<file path="config.mk">
export PLATFORM = sky130hd
export DESIGN_NAME = rc_queue
export DESIGN_NICKNAME = d
export VERILOG_FILES = /design/src/sv/rc_pkg.sv /design/src/sv/rc_queue.sv
export SDC_FILE = /design/constraint.sdc
export NUM_CORES = 1
export LEC_CHECK = 0
export BUFFER_PORTS_ARGS = -buffer_cell sky130_fd_sc_hd__buf_2
export CORE_MARGIN = 3
export CORE_UTILIZATION = 55
export CTS_CLUSTER_SIZE = 40
export DETAILED_ROUTE_END_ITERATION = 8
export PLACE_DENSITY = 0.79
export SYNTH_ARGS = -nofsm -noshare
export SYNTH_HDL_FRONTEND = slang
export SYNTH_SLANG_ARGS = --single-unit
</file>
<file path="constraint.sdc">
create_clock -name clk -period 4.6 [get_ports clk]
set_input_delay 0.92 -clock clk [delete_from_list [all_inputs] [get_ports clk]]
set_output_delay 0.92 -clock clk [all_outputs]
set_load 0.1 [all_outputs]
</file>
<file path="src/sv/rc_pkg.sv">
package rc_pkg;

  localparam int VALUE_W    = 31;
  localparam int BASE_W     = 4;
  localparam int DIGIT_W    = 4;
  localparam int DEC_DIGITS = 10;
  localparam int DEC_IDX_W  = 4;
  localparam int DIGIT_CAP  = 31;
  localparam int BUF_IDX_W  = 5;
  localparam int CNT_W      = 6;
  localparam int RECIP_W    = 32;
  localparam int QUEUE_DEPTH = 2;

  localparam int MAX_OUT_DIGITS_DEF = 31;

  localparam logic [BASE_W-1:0] BASE_MIN = 4'd2;
  localparam logic [BASE_W-1:0] BASE_MAX = 4'd10;

  // Multiply by this and shift right by DIV10_SHIFT to divide a 31-bit value by ten.
  localparam logic [31:0] DIV10_MAGIC = 32'hCCCC_CCCD;
  localparam int          DIV10_SHIFT = 35;

  typedef struct packed {
    logic [DEC_DIGITS-1:0][DIGIT_W-1:0] dec_digits;
    logic [BASE_W-1:0]                  src;
    logic [BASE_W-1:0]                  dst;
    logic                               bad;
  } rc_job_t;

  // Floor of 2^32 divided by the base; the quotient it gives is low by at most one.
  function automatic logic [RECIP_W-1:0] recip(input logic [BASE_W-1:0] base);
    logic [RECIP_W-1:0] r;
    case (base)
      4'd2:    r = 32'h8000_0000;
      4'd3:    r = 32'h5555_5555;
      4'd4:    r = 32'h4000_0000;
      4'd5:    r = 32'h3333_3333;
      4'd6:    r = 32'h2AAA_AAAA;
      4'd7:    r = 32'h2492_4924;
      4'd8:    r = 32'h2000_0000;
      4'd9:    r = 32'h1C71_C71C;
      4'd10:   r = 32'h1999_9999;
      default: r = '0;
    endcase
    return r;
  endfunction

endpackage

</file>
<file path="src/sv/rc_queue.sv">
module rc_queue (
  input  logic            clk,
  input  logic            rst,
  input  logic            push_valid,
  output logic            push_ready,
  input  rc_pkg::rc_job_t push_job,
  output logic            pop_valid,
  input  logic            pop_ready,
  output rc_pkg::rc_job_t pop_job
);

  localparam int PTR_W = $clog2(rc_pkg::QUEUE_DEPTH);
  localparam int CNT_W = $clog2(rc_pkg::QUEUE_DEPTH + 1);

  rc_pkg::rc_job_t   entries [rc_pkg::QUEUE_DEPTH];
  logic [PTR_W-1:0]  wr_ptr;
  logic [PTR_W-1:0]  rd_ptr;
  logic [CNT_W-1:0]  count;
  logic              do_push;
  logic              do_pop;

  assign push_ready = (count != CNT_W'(rc_pkg::QUEUE_DEPTH));
  assign pop_valid  = (count != '0);
  assign pop_job    = entries[rd_ptr];
  assign do_push    = push_valid && push_ready;
  assign do_pop     = pop_valid && pop_ready;

  always_ff @(posedge clk) begin
    if (do_push) begin
      entries[wr_ptr] <= push_job;
    end
  end

  always_ff @(posedge clk) begin
    if (rst) begin
      wr_ptr <= '0;
      rd_ptr <= '0;
      count  <= '0;
    end else begin
      if (do_push) begin
        wr_ptr <= (wr_ptr == PTR_W'(rc_pkg::QUEUE_DEPTH - 1)) ? '0 : wr_ptr + 1'b1;
      end
      if (do_pop) begin
        rd_ptr <= (rd_ptr == PTR_W'(rc_pkg::QUEUE_DEPTH - 1)) ? '0 : rd_ptr + 1'b1;
      end
      if (do_push && !do_pop) begin
        count <= count + 1'b1;
      end else if (do_pop && !do_push) begin
        count <= count - 1'b1;
      end
    end
  end

endmodule

</file>
After elaboration in Yosys (flattened, before gate mapping)
Memory sizes are Yosys's and may differ from the RTL's. A register that Yosys moved wholly into a read port is not among the register bits.
Index checks and enable logic that the tools add are counted.
{"block": "word_totals", "regBits": 4, "word_cells": 25, "ram_bits": 98, "input_bits": 53, "mem_count": 1}
{"block": "classes", "n_reduce_logical": 8, "addsub": 4, "n_eq_ne": 1, "muxes": 8}
{"name": "entries", "words": 2, "width": 49, "read_ports": 1, "rd_ports_with_merged_regs": 1, "write_ports": 1, "line_no": "rc_queue.sv:15", "source": "rc_pkg::rc_job_t entries [rc_pkg::QUEUE_DEPTH];"}
{"cell": "2-to-1 mux 1 bit", "count": 6}
{"cell": "logical AND 1 bit", "count": 4}
{"cell": "2-to-1 mux 2 bit", "count": 2}
{"cell": "nonzero test 2 bit", "count": 2}
{"cell": "adder 1 bit, second input constant", "count": 2}
{"cell": "adder 2 x 1 -> 2 bit, second input constant", "count": 1}
{"cell": "logical NOT 1 bit", "count": 2}
{"cell": "inequality test 2 bit, second input constant", "count": 1}
{"cell": "subtractor 2 x 1 -> 2 bit, second input constant", "count": 1}

Depth between registers and ports, before layout
{"block": "depth", "ltp_word": 6, "mapped_depth": 6}

Worst setup path after synthesis
Ideal clock, no wire load.
{"block": "synth_path", "kind": "reg2reg", "from": "register count[0]", "to": "memory entries[1][0] in the netlist's numbering, enable pin", "slack_ns": 1.607, "t_required_ns": 4.188, "path_stages_with_launch": 3, "arrival_time_ns": 2.582, "setup_time_ns": 0.412, "path_cell_list": "dfxtp_1 -> nand2b_1 -> and3_1"}
{"block": "synth_between", "elab_chain_cells": 4}
{"element": "from (decl)", "line_no": "rc_queue.sv:18", "source": "logic [CNT_W-1:0] count;"}
{"element": "from (signal assigned)", "line_no": "rc_queue.sv:47", "source": "count <= count + 1'b1;"}
{"element": "from (signal assigned)", "line_no": "rc_queue.sv:49", "source": "count <= count - 1'b1;"}
{"element": "inequality test 2 bit", "line_no": "rc_queue.sv:22", "source": "assign push_ready = (count != CNT_W'(rc_pkg::QUEUE_DEPTH));"}
{"element": "via push_ready", "line_no": "rc_queue.sv:5", "source": "output logic push_ready,"}
{"element": "logical AND 1 bit", "line_no": "rc_queue.sv:25", "source": "assign do_push = push_valid && push_ready;"}
{"element": "2-to-1 mux 1 bit", "line_no": "rc_queue.sv:29", "source": "if (do_push) begin"}
{"element": "2-to-1 mux 1 bit (implied by the code)", "line_no": "rc_queue.sv:30", "source": "entries[wr_ptr] <= push_job;"}
{"element": "to (decl)", "line_no": "rc_queue.sv:15"}
The timed path passes the listed nets, and every way through them passes these cells.

==> flow_summary.yaml <==
worst_hold_path:
  min_from: "count[1]"
  holdPathStages: 2
  hold_path_class: "reg -> reg"
  holdPathEnd: "count[1]"
synthesis:
  ys_ff_latch: 103
  async_flop_share: 0
  syn_avg_cell_area_um2: 21.3
  synth-compound-area-share: 0.00801
  syn_nets: 230
  synth_warnings: 0
  synth_area_leaders: "edfxtp_1 78%, mux2_2 15%, dfxtp_1 2.7%, xor2_1 0.70%, buf_2 0.40%"
  synth_xor_area_frac: 0.00700
  ys_types: 19
  yosys.area_share.simple: 0.0133
  yosys-mux-area-fraction: 0.147
  synth_edf_count: 98
  synthAdderAreaFrac: 0.00334
  yosysTopAreaCell: "edfxtp_1"
  yosysSeqAreaShare: 0.811
  synth_area_um2: 3750
  synth_ff_type: "edfxtp_1"
  yosysTopAreaCellShare: 0.785
  synth_top_family_by_area: "multiplexers"
  postSynthCellCount: 176
critical_path:
  cp_max_fo: 49
  cp_data_required_time_ns: 3.68
  cp-start-kind: "flip-flop"
  reg2regPathDepth: 2
  critical_path_class: "reg -> out"
  endpoint_kind: "output pin"
  ff2ff_setup_slack_ns: 2.59
  r2r_end: "entries[1][22]"
  rr_startpoint: "count[0]"
  arrival_ns: 2.25
placed_design:
  hpwl_um: 4050
  gp_congestion: 0.670
  place.port_buffers: 103
  placed_area_um2: 4330
sta:
  maxSlewHeadroom: 0.213
  period_minus_slack_ns: 3.17
  fin_worst_skew_ns: 0.00789
  setup_viol_count_final: 0
  tightest_slew_ns: 1.18
  drv_slew: 0
  hold_viol_final: 0
  timing.final.crit_share: 0.688
  rsz0062_at_grt: "false"
  max_freq_mhz: 316
  finalSetupTns_ns: 0
clock_network:
  postCtsHoldBufs: 0
  root_buffer: "clkbuf_8"
  numCtsBuffers: 9
  ctsResizeCount: 0
  cts_max_path_buffers: 2
  insertion_delay_ns: 0.34
  cts.sinks: 103
  cts.clk_slew.worst_paths_ns: 0.09
  postCtsSetupBuffers: 0
  htreeDepth: 3
  cts_tree: "yes"
die:
  die_h_um: 88.6
  start_util: 0.578
  core_um2: 6490
  row_count: 29
  die_w_um: 88.6
  pin_count: 104
  die_area_um2: 7850
layout:
  seqCellArea_um2: 3040
  final_area_um2: 4540
  fillers: 421
  diodes: 0
  layout_common_cells: "103 x buf_2, 98 x edfxtp_1, 49 x mux2_2, 9 x clkbuf_8, 4 x dfxtp_1"
  fin_nets: 339
  multi_input_area_um2: 672
  layout_commonest_cell: "buf_2"
  drive_above_1_share: 0.586
  area_delta_synth_final_pct: 21.0
grt:
  grt_antenna_before_repair: 0
  track_usage: 0.166
  use_met2: 0.267
  busiest_layer: "met2"
  grt_use_met1: 0.210
  grt_overflow: 0
  grt_pass1_wl_um: 9510
  grt_max_degree: 50
  grt_pass1_vias: 1959
  gr-usage-met3: 0.0680
routing:
  firstDrtPassIters: 4
  wl_per_cell_um: 17.0
  viasPerCell: 5.19
  drt_iter0_drc: 92
  wirelength_um: 6220
  ant_nets: 0
  drc: 0
  dr_total_vias: 1903
status:
  status: "finished, final reports clean"
job:
  max_cap_violations: 0
## how the worst max path moves through the flow
stage	start	to	slack, ns	depth (start not counted)
final	flip-flop	pop_job[12]	1.43	2
after global routing	flip-flop	pop_job[12]	1.28	2
after CTS	flip-flop	pop_job[9]	1.38	2
after detailed placement	flip-flop	pop_job[9]	1.78	2
after global placement	flip-flop	pop_job[9]	1.75	2
after floorplan	count[0]	entries[1][0]	1.61	2
## synthesized netlist by cell type (2+ instances only)
cell type / count
a21oi_1: 2
nor2_1: 3
dfxtp_1: 5
o21ai_0: 2
buf_2: 3
mux2_2: 49
xor2_1: 3
edfxtp_1: 98
## critical path: stages, from the launching register on
cell and delay, ns:
dfxtp_2 1.13, mux2_2 0.33, buf_2 0.43
## stage by stage
stage,util,setup slack [ns],cells,hold WS (ns)
finish,0.699,1.43,367,0.524
global placement,0.667,1.75,351,0.488
detailed placement,0.667,1.78,351,0.507
floorplan,-,1.61,176,0.471
global route,0.699,1.28,367,0.551
CTS,0.699,1.38,367,0.524
## flip-flops by register name (all words and copies together), names as in the netlist, named ones only
name     flops
count        2
entries     98
rd_ptr       1
wr_ptr       1
## area by class of cell
| class | count | share of cell area |
|---|---|---|
| flip-flops and latches | 103 | 0.671 |
| well taps | 77 | 0.0212 |
| repair buffers | 103 | 0.114 |
| clock buffers | 12 | 0.0298 |
| clock inverters | 4 | 0.0160 |
| multi-input cells | 67 | 0.148 |
| inverters | 1 | 0.000827 |
## kinds of logic (layout without fill, tap and decap cells)
kind of cell | Yosys count | count (layout)
buffers and inverters | 6 | 120
XOR/XNOR | 3 | 3
AO/OA/AOI/OAI | 5 | 5
AND/OR/NAND/NOR | 9 | 9
flip-flops | 103 | 103
multiplexers | 49 | 49
adder cells (fa/ha/maj) | 1 | 1
## metal layers
metal	vias up	routed length, µm
li1	908	-
met1	918	2650
met2	70	3060
met3	7	474
met4	0	44
met5	-	0
Power is left out: the tool's default activity adds up to more than one toggle a clock period on the data nets, which glitch-free logic cannot reach.
