===== src/sv/rc_pkg.sv =====
package rc_pkg;

  localparam int VALUE_W    = 31;
  localparam int BASE_W     = 4;
  localparam int DIGIT_W    = 4;
  localparam int DEC_DIGITS = 10;
  localparam int DEC_IDX_W  = 4;
  localparam int DIGIT_CAP  = 31;
  localparam int BUF_IDX_W  = 5;
  localparam int CNT_W      = 6;
  localparam int RECIP_W    = 32;
  localparam int QUEUE_DEPTH = 2;

  localparam int MAX_OUT_DIGITS_DEF = 31;

  localparam logic [BASE_W-1:0] BASE_MIN = 4'd2;
  localparam logic [BASE_W-1:0] BASE_MAX = 4'd10;

  // Multiply by this and shift right by DIV10_SHIFT to divide a 31-bit value by ten.
  localparam logic [31:0] DIV10_MAGIC = 32'hCCCC_CCCD;
  localparam int          DIV10_SHIFT = 35;

  typedef struct packed {
    logic [DEC_DIGITS-1:0][DIGIT_W-1:0] dec_digits;
    logic [BASE_W-1:0]                  src;
    logic [BASE_W-1:0]                  dst;
    logic                               bad;
  } rc_job_t;

  // Floor of 2^32 divided by the base; the quotient it gives is low by at most one.
  function automatic logic [RECIP_W-1:0] recip(input logic [BASE_W-1:0] base);
    logic [RECIP_W-1:0] r;
    case (base)
      4'd2:    r = 32'h8000_0000;
      4'd3:    r = 32'h5555_5555;
      4'd4:    r = 32'h4000_0000;
      4'd5:    r = 32'h3333_3333;
      4'd6:    r = 32'h2AAA_AAAA;
      4'd7:    r = 32'h2492_4924;
      4'd8:    r = 32'h2000_0000;
      4'd9:    r = 32'h1C71_C71C;
      4'd10:   r = 32'h1999_9999;
      default: r = '0;
    endcase
    return r;
  endfunction

endpackage


===== src/sv/rc_out_if.sv =====
interface rc_out_if;
  logic                        valid;
  logic                        ready;
  logic [rc_pkg::DIGIT_W-1:0]  digit;
  logic                        last_digit;
  logic                        bad_base;

  modport source (output valid, digit, last_digit, bad_base, input ready);
  modport sink (input valid, digit, last_digit, bad_base, output ready);
endinterface


===== src/sv/rc_back.sv =====
module rc_back #(
  parameter int MAX_OUT_DIGITS = rc_pkg::MAX_OUT_DIGITS_DEF
) (
  input  logic            clk,
  input  logic            rst,
  input  logic            pop_valid,
  output logic            pop_ready,
  input  rc_pkg::rc_job_t pop_job,
  rc_out_if.source        result
);

  localparam int EMIT_W = $clog2(MAX_OUT_DIGITS + 1);

  localparam logic [2:0] B_IDLE   = 3'd0;
  localparam logic [2:0] B_HORNER = 3'd1;
  localparam logic [2:0] B_MUL    = 3'd2;
  localparam logic [2:0] B_DIV    = 3'd3;
  localparam logic [2:0] B_EMIT   = 3'd4;

  logic [2:0]                          state;
  rc_pkg::rc_job_t                     job;
  logic [rc_pkg::VALUE_W-1:0]          acc;
  logic [rc_pkg::DEC_IDX_W-1:0]        hidx;
  logic [rc_pkg::VALUE_W+rc_pkg::RECIP_W-1:0] prod;
  logic [rc_pkg::CNT_W-1:0]            n;
  logic [rc_pkg::DIGIT_W-1:0]          digits [rc_pkg::DIGIT_CAP];
  logic [EMIT_W-1:0]                   emit_total;
  logic [EMIT_W-1:0]                   emit_cnt;
  logic                                sat;
  logic                                ovalid;
  logic [rc_pkg::DIGIT_W-1:0]          odigit;
  logic                                olast;
  logic                                obad;

  logic [rc_pkg::VALUE_W+rc_pkg::BASE_W-1:0] horner_full;
  logic [rc_pkg::VALUE_W-1:0]          q0;
  logic [rc_pkg::VALUE_W+rc_pkg::BASE_W-1:0] qd;
  logic [rc_pkg::VALUE_W-1:0]          rfull;
  logic [rc_pkg::VALUE_W-1:0]          quo;
  logic [rc_pkg::VALUE_W-1:0]          rem;
  logic [rc_pkg::CNT_W-1:0]            n_next;
  logic [rc_pkg::BUF_IDX_W-1:0]        rd_idx;
  logic                                emit_last;
  logic                                slot_free;

  assign pop_ready          = (state == B_IDLE);
  assign result.valid       = ovalid;
  assign result.digit       = odigit;
  assign result.last_digit  = olast;
  assign result.bad_base    = obad;
  assign slot_free          = !ovalid || result.ready;

  always_comb begin
    horner_full = acc * job.src + job.dec_digits[hidx];
    q0          = prod[rc_pkg::VALUE_W+rc_pkg::RECIP_W-1:rc_pkg::RECIP_W];
    qd          = q0 * job.dst;
    rfull       = acc - qd[rc_pkg::VALUE_W-1:0];
    if (rfull >= rc_pkg::VALUE_W'(job.dst)) begin
      quo = q0 + 1'b1;
      rem = rfull - rc_pkg::VALUE_W'(job.dst);
    end else begin
      quo = q0;
      rem = rfull;
    end
    n_next    = n + 1'b1;
    rd_idx    = rc_pkg::BUF_IDX_W'(int'(emit_total) - 1 - int'(emit_cnt));
    emit_last = (emit_cnt == emit_total - 1'b1);
  end

  always_ff @(posedge clk) begin
    if (state == B_DIV) begin
      digits[n[rc_pkg::BUF_IDX_W-1:0]] <= rem[rc_pkg::DIGIT_W-1:0];
    end
  end

  always_ff @(posedge clk) begin
    if (rst) begin
      state  <= B_IDLE;
      ovalid <= 1'b0;
    end else begin
      if (ovalid && result.ready && state != B_EMIT) begin
        ovalid <= 1'b0;
      end
      case (state)
        B_IDLE: begin
          if (pop_valid) begin
            job        <= pop_job;
            acc        <= '0;
            hidx       <= rc_pkg::DEC_IDX_W'(rc_pkg::DEC_DIGITS - 1);
            n          <= '0;
            sat        <= 1'b0;
            emit_cnt   <= '0;
            emit_total <= EMIT_W'(1);
            state      <= pop_job.bad ? B_EMIT : B_HORNER;
          end
        end
        B_HORNER: begin
          acc  <= horner_full[rc_pkg::VALUE_W-1:0];
          hidx <= hidx - 1'b1;
          if (hidx == '0) begin
            state <= B_MUL;
          end
        end
        B_MUL: begin
          prod  <= acc * rc_pkg::recip(job.dst);
          state <= B_DIV;
        end
        B_DIV: begin
          acc <= quo;
          n   <= n_next;
          if (quo == '0) begin
            if (int'(n_next) > MAX_OUT_DIGITS) begin
              sat        <= 1'b1;
              emit_total <= EMIT_W'(MAX_OUT_DIGITS);
            end else begin
              emit_total <= EMIT_W'(n_next);
            end
            state <= B_EMIT;
          end else begin
            state <= B_MUL;
          end
        end
        B_EMIT: begin
          if (slot_free) begin
            ovalid   <= 1'b1;
            olast    <= emit_last;
            obad     <= job.bad;
            emit_cnt <= emit_cnt + 1'b1;
            if (job.bad) begin
              odigit <= '0;
            end else if (sat) begin
              odigit <= job.dst - 1'b1;
            end else begin
              odigit <= digits[rd_idx];
            end
            if (emit_last) begin
              state <= B_IDLE;
            end
          end
        end
        default: state <= B_IDLE;
      endcase
    end
  end

endmodule


===== src/flat_wrapper.sv =====
// flat-port wrapper written by rule: the top's interface ports become plain ports
module rc_back_flat 
#(
  parameter int MAX_OUT_DIGITS = rc_pkg::MAX_OUT_DIGITS_DEF
)
  (clk, rst, pop_valid, pop_ready, pop_job, result_valid, result_digit, result_last_digit, result_bad_base, result_ready);
  rc_out_if result_i ();
  input  logic clk;
  input  logic rst;
  input  logic pop_valid;
  output logic pop_ready;
  input  rc_pkg::rc_job_t pop_job;
  output wire logic [$bits(result_i.valid)-1:0] result_valid;
  output wire logic [$bits(result_i.digit)-1:0] result_digit;
  output wire logic [$bits(result_i.last_digit)-1:0] result_last_digit;
  output wire logic [$bits(result_i.bad_base)-1:0] result_bad_base;
  input wire logic [$bits(result_i.ready)-1:0] result_ready;
  assign result_valid = result_i.valid;
  assign result_digit = result_i.digit;
  assign result_last_digit = result_i.last_digit;
  assign result_bad_base = result_i.bad_base;
  assign result_i.ready = result_ready;
  rc_back #(.MAX_OUT_DIGITS(MAX_OUT_DIGITS)) u_core (.clk(clk), .rst(rst), .pop_valid(pop_valid), .pop_ready(pop_ready), .pop_job(pop_job), .result(result_i));
endmodule

===== config.mk =====
export PLATFORM = sky130hd
export DESIGN_NAME = rc_back_flat
export DESIGN_NICKNAME = d
export VERILOG_FILES = /design/src/sv/rc_pkg.sv /design/src/sv/rc_out_if.sv /design/src/sv/rc_back.sv /design/src/flat_wrapper.sv
export SDC_FILE = /design/constraint.sdc
export NUM_CORES = 2
export LEC_CHECK = 0
export ABC_CLOCK_PERIOD_IN_PS = 18800
export BUFFER_PORTS_ARGS = -buffer_cell sky130_fd_sc_hd__clkbuf_2
export CAP_MARGIN = 20
export CORE_UTILIZATION = 65
export DETAILED_ROUTE_END_ITERATION = 10
export PLACE_DENSITY = 0.82
export SETUP_SLACK_MARGIN = 0.2
export SLEW_MARGIN = 20
export SYNTH_ARGS = -nofsm -noshare
export SYNTH_HDL_FRONTEND = slang
export SYNTH_SLANG_ARGS = --single-unit

===== constraint.sdc =====
create_clock -name clk -period 18.8 [get_ports clk]
set_input_delay 1.88 -clock clk [delete_from_list [all_inputs] [get_ports clk]]
set_output_delay 1.88 -clock clk [all_outputs]
set_load 0.02 [all_outputs]

# Word-level counts from Yosys, hierarchy flattened
# Memories as Yosys holds them, arrays and structs flattened. A register that Yosys moved wholly into a read port is not among the register bits.
# Index checks and enable logic that the tools add are counted.
dict set report word_totals {
  rom_bits 512
  output_inout_bits 8
  ramBits 124
  reg_bits 174
  elab_cells 115
  input_bits 53
  n_memories 2
}
dict set report classes {
  n_bitwise 1
  n_lt_le_gt_ge 3
  reduce_logical 21
  add_sub_neg 11
  mul 3
  muxes 37
  eq_ne 12
}
# name words word_bits read_ports rd_clocked_by_memory_dff write_ports line
set mem_list {}
lappend mem_list {{(name not given)} 16 32 1 1 0 rc_pkg.sv:33} ;# case (base)
lappend mem_list {u_core.digits 31 4 1 0 1 rc_back.sv:26} ;# logic [rc_pkg::DIGIT_W-1:0] digits [rc_pkg::DIGIT_CAP];
# operator count
set op_table {}
lappend op_table {{case mux 31 bit (3 select lines)} 1}
lappend op_table {{2-to-1 mux 32 bit} 2}
lappend op_table {{multiplier 31 x 32 -> 63 bit} 1}
lappend op_table {{multiplier 31 x 4 -> 31 bit} 2}
lappend op_table {{2-to-1 mux 31 bit} 2}
lappend op_table {{adder 31 x 1 -> 31 bit (second input constant)} 1}
lappend op_table {{adder 31 x 4 -> 31 bit} 1}
lappend op_table {{>= comparator 31 x 4 -> 1 bit} 1}
lappend op_table {{logical NOT 31 bit} 1}
lappend op_table {{subtractor 31 bit} 1}
lappend op_table {{2-to-1 mux 5 bit} 5}
lappend op_table {{2-to-1 mux 4 bit} 5}
lappend op_table {{case mux 5 bit (2 select lines)} 2}
lappend op_table {{2-to-1 mux 3 bit} 6}
lappend op_table {{binary-select mux 4 bit (select 4 bit)} 1}
lappend op_table {{case mux 3 bit (5 select lines)} 1}
lappend op_table {{AND reduction 3 bit} 5}
lappend op_table {{case mux 6 bit (2 select lines)} 1}
lappend op_table {{AND reduction 4 bit} 3}
lappend op_table {{subtractor 5 x 1 -> 5 bit (second input constant)} 2}
lappend op_table {{2-to-1 mux 1 bit} 8}
lappend op_table {{case mux 4 bit (2 select lines)} 1}
lappend op_table {{subtractor 4 x 1 -> 4 bit (second input constant)} 2}
lappend op_table {{adder 6 x 1 -> 6 bit (second input constant)} 1}
lappend op_table {{24 further kinds} 32}

# Logic depth before layout (Yosys ltp)
dict set report logic_depth {
  depth_word 7
  mapped_depth 33
  ltp_nobuf 32
}

# Worst setup path after synthesis
# Ideal clock, no wire load.
dict set report synth_path {
  path_type {reg-to-reg}
  from {register u_core.acc[7] (netlist bit)}
  to {register u_core.prod[58] (netlist bit) (data pin)}
  required_ps 18542
  n_path_buf 2
  arrival_ps 7992
  period_less_slack_ps 8250
  path_stages_with_launch 34
  setup_time_ps 258
  slack_ps 10550
  cell_sequence {edfxtp_1 > clkbuf_1 > clkbuf_1 > nand2_1 > fa_1 > inv_1 > fa_1 > inv_1 > fa_1 > inv_1 > fa_1 > inv_1 > fa_1 > inv_1 > fa_1 > fa_1 > inv_1 > fa_1 > inv_1 > ha_1 > nand3_1 > nor4_1 > o21ai_0 > a21oi_1 > o211ai_1 > a21o_1 > a21oi_1 > a41o_1 > and3_1 > nor2_1 > o221ai_1 > a21oi_1 > o21ba_2 > xnor2_1}
}
dict set report synth_between {
  elab_chain_cells 1
}
# item line
set synth_lines {}
lappend synth_lines {{start, declared} rc_back.sv:22} ;# logic [rc_pkg::VALUE_W-1:0] acc;
lappend synth_lines {{start signal, assigned} rc_back.sv:98} ;# acc <= horner_full[rc_pkg::VALUE_W-1:0];
lappend synth_lines {{start signal, assigned} rc_back.sv:109} ;# acc <= quo;
lappend synth_lines {{multiplier 31 x 32 -> 63 bit} rc_back.sv:105} ;# prod <= acc * rc_pkg::recip(job.dst);
lappend synth_lines {{end signal, assigned} rc_back.sv:105}
lappend synth_lines {{end, declared} rc_back.sv:24} ;# logic [rc_pkg::VALUE_W+rc_pkg::RECIP_W-1:0] prod;
# No other way between the ends.
# A chain may end at the register's enable or synchronous reset.

# Worst setup path after layout
dict set report layout_path {
  from {register u_core.acc[4] (netlist bit)}
  to {register u_core.prod[58] (netlist bit) (data pin)}
}
# The elaborated chain is that of the path after synthesis.

==> results.json <==
{
  "critPathTopFamily": "adder cells",
  "hold_viol_final": 0,
  "slowest_delay_ns": 0.93,
  "fin_tns_setup_ns": 0,
  "path_max_fanout": 20,
  "ys.flop_type": "edfxtp_1",
  "track_usage": 0.3448,
  "ys_seq_elements": 281,
  "status": "complete, no violations",
  "holdPathStages": 2,
  "clock_latency_ns": 0.61,
  "seqCellArea_sq_um": 8248,
  "synth_cell_types": 90,
  "std_cell_rows": 93,
  "cp_slowest_cell": "edfxtp_1",
  "clockRootBuffer": "clkbuf_16",
  "cp.depth": 31,
  "synthTopCellsByArea": "fa_1 35%, edfxtp_1 18%, ha_1 11%",
  "drt-total-wl_microns": 111500,
  "start_kind": "flop",
  "layout.nets": 5428,
  "layout_min_cycle_time_ns": 9.983,
  "cts_sinks": 281,
  "antenna_found_initial": 0,
  "cts_made_buffers": 28,
  "synth_top_family_by_area": "adder cells",
  "multiInputGateArea_sq_um": 30480,
  "period_share": 0.5310,
  "synth-warning-count": 0,
  "detail_route.wl_per_cell_microns": 21.74,
  "fin_ws_ns": 8.817,
  "postCtsResizedCells": 0,
  "coreArea_sq_um": 64930,
  "slew_headroom": 0.2191,
  "final_area_sq_um": 44830,
  "r2r-start": "u_core.acc[4]$_SDFFCE_PN0P_",
  "rr_worst_depth": 31,
  "timing.hold.ws_ns": 0.5548,
  "hold_class": "reg -> reg",
  "final.setup_skew_ns": 0.04112,
  "cp.buffers_inverters": 7,
  "overflow": 0,
  "drv_cap": 0,
  "synth_top_cells_by_count": "946 x inv_1, 754 x fa_1, 532 x nand2_1, 370 x ha_1, 307 x and2_1",
  "placed_area_sq_um": 43930,
  "cts_tree": "built",
  "cp_common_cell": "fa_1",
  "via_per_inst": 6.047,
  "min-delay-start": "u_core.result.valid$_SDFF_PP0_",
  "cts.clk_slew.worst_paths_ns": 0.08,
  "drt_first_pass_iters": 8,
  "clockBufferDepth": 3,
  "slew_violations": 0,
  "yosysTopAreaCellShare": 0.3510,
  "antenna_left": 0,
  "diodes": 0,
  "worstSetupStartpoint": "u_core.acc[4]$_SDFFCE_PN0P_",
  "yosys.area_share.xor_xnor": 0.02913,
  "synth_adder_area_share": 0.4587,
  "required_ns": 19.14,
  "worstMarginPinSlew_ns": 1.167,
  "async_flop_share": 0,
  "io_buffers": 60,
  "dpl.hpwl_microns": 89250,
  "synth.mux.area_fraction": 0.02735,
  "ctsHoldBuffers": 0,
  "num-fill-cells": 4785,
  "synthesis.area_sq_um": 43000,
  "cts_setup_buffers": 0,
  "grt_pass1_wl_microns": 177100,
  "area_growth_pct": 4.248,
  "arrival_ns": 10.32,
  "worstSetupPathType": "reg -> reg",
  "setup_viol": 0,
  "yosysTopAreaCell": "fa_1",
  "dr.first_iter.drc_count": 3301,
  "dieArea_sq_um": 67190,
  "io_pins": 61,
  "vias": 31010,
  "yosysMostFrequentCell": "inv_1",
  "rsz0062_at_grt": "no",
  "syn_nets": 5494,
  "syn_area_per_cell_sq_um": 9.961,
  "synthSimpleGateAreaFrac": 0.1332,
  "synth_compound_area_frac": 0.05965,
  "crit_end": "u_core.prod[58]$_DFFE_PP_",
  "fmax_mhz": 100.2,
  "grt_max_degree": 48,
  "start_util": 0.6623,
  "die_height_microns": 259.2,
  "htree_levels": 1,
  "grt_pass1_vias": 32100,
  "drive_above_1_share": 0.05336,
  "dpl_worst_slack_ns": 9.227,
  "syn_inst": 4317,
  "yosysSeqAreaShare": 0.1918,
  "crit-reg2reg-capture": "u_core.prod[58]$_DFFE_PP_",
  "worst-r2r-setup-slack_ns": 8.82,
  "endpoint_kind": "flop",
  "synth_edf_count": 262,
  "die_width_microns": 259.2,
  "gp_congestion": 1.048,
  "drc": 0
}
[layer usage]
layer  part of all wire  up-vias  track usage
li1                   -    13350            -
met4              0.049        0       0.1325
met3               0.12      389      0.08817
met5                  0        -            0
met1               0.39    15460       0.4726
met2               0.45     1808       0.5318
[worst min-delay path, stage by stage (launching register included)]
cell and delay (ns):
dfxtp_1 0.31, nand2b_1 0.11, a21oi_1 0.08
[layout by cell type (no fill, tap or decap), types with 8 or more instances in the layout]
master	n
or2_2	9
o21ai_0	58
nand3_1	54
nor2_1	135
a211o_1	8
nor3_1	29
xnor2_1	93
nand2_1	532
ha_1	369
clkbuf_2	60
buf_4	37
nand4_1	16
xor2_1	50
inv_1	946
mux4_2	42
nor2b_1	19
o22ai_1	20
and3_1	26
edfxtp_1	262
a21o_1	37
clkbuf_1	9
o211ai_1	14
dfxtp_1	19
a21oi_1	101
and2_1	307
a221oi_1	9
fa_1	754
o21a_1	10
a211oi_1	23
a31oi_1	8
clkbuf_16	28
mux2i_1	13
nand2b_1	11
o21bai_1	11
[flip-flops by register name, summed over array words and instances, names as in the netlist, 5 cells and up, named ones only]
| name | flops |
|---|---|
| u_core.emit_cnt | 5 |
| u_core.job | 49 |
| u_core.prod | 31 |
| u_core.n | 6 |
| u_core.acc | 31 |
| u_core.emit_total | 5 |
| u_core.digits | 124 |
[worst min path at each step]
| stage | end | slack [ns] |
|---|---|---|
| detailed placement | u_core.result.valid$_SDFF_PP0_ | 0.55 |
| floorplan | u_core.result.bad_base$_DFFE_PP_ | 0.50 |
| CTS | u_core.result.valid$_SDFF_PP0_ | 0.56 |
| global route | u_core.result.valid$_SDFF_PP0_ | 0.60 |
| finish | u_core.result.valid$_SDFF_PP0_ | 0.55 |
| global placement | u_core.result.valid$_SDFF_PP0_ | 0.54 |
[kinds of logic (layout without fill, tap and decap cells)]
kind of cell,count (synthesis),count (layout)
buffers and inverters,1140,1096
DFF,281,281
and+or+nand+nor,1185,1185
xor gates and xnor gates,143,143
muxes,64,64
AOI/OAI and AO/OA,380,380
adders and majority gates,1124,1124
[stage by stage]
step | util | instances
3_5_place_dp | 0.6766 | 5076
6_report | 0.6904 | 5128
2_1_floorplan | - | 4317
4_1_cts | 0.6904 | 5128
3_3_place_gp | 0.6765 | 5076
5_1_grt | 0.6904 | 5128
[layout make-up]
class                           instances  area share
Clock buffer                           42     0.01792
Clock inverter                         10    0.002093
Inverter                              947     0.07930
Multi-Input combinational cell       2896      0.6799
Sequential cell                       281      0.1840
Tap cell                              855     0.02386
Timing Repair Buffer                   97     0.01290
Power is not shown: default switching activity piles up to over one toggle a cycle in this logic, so the estimate is an artifact.
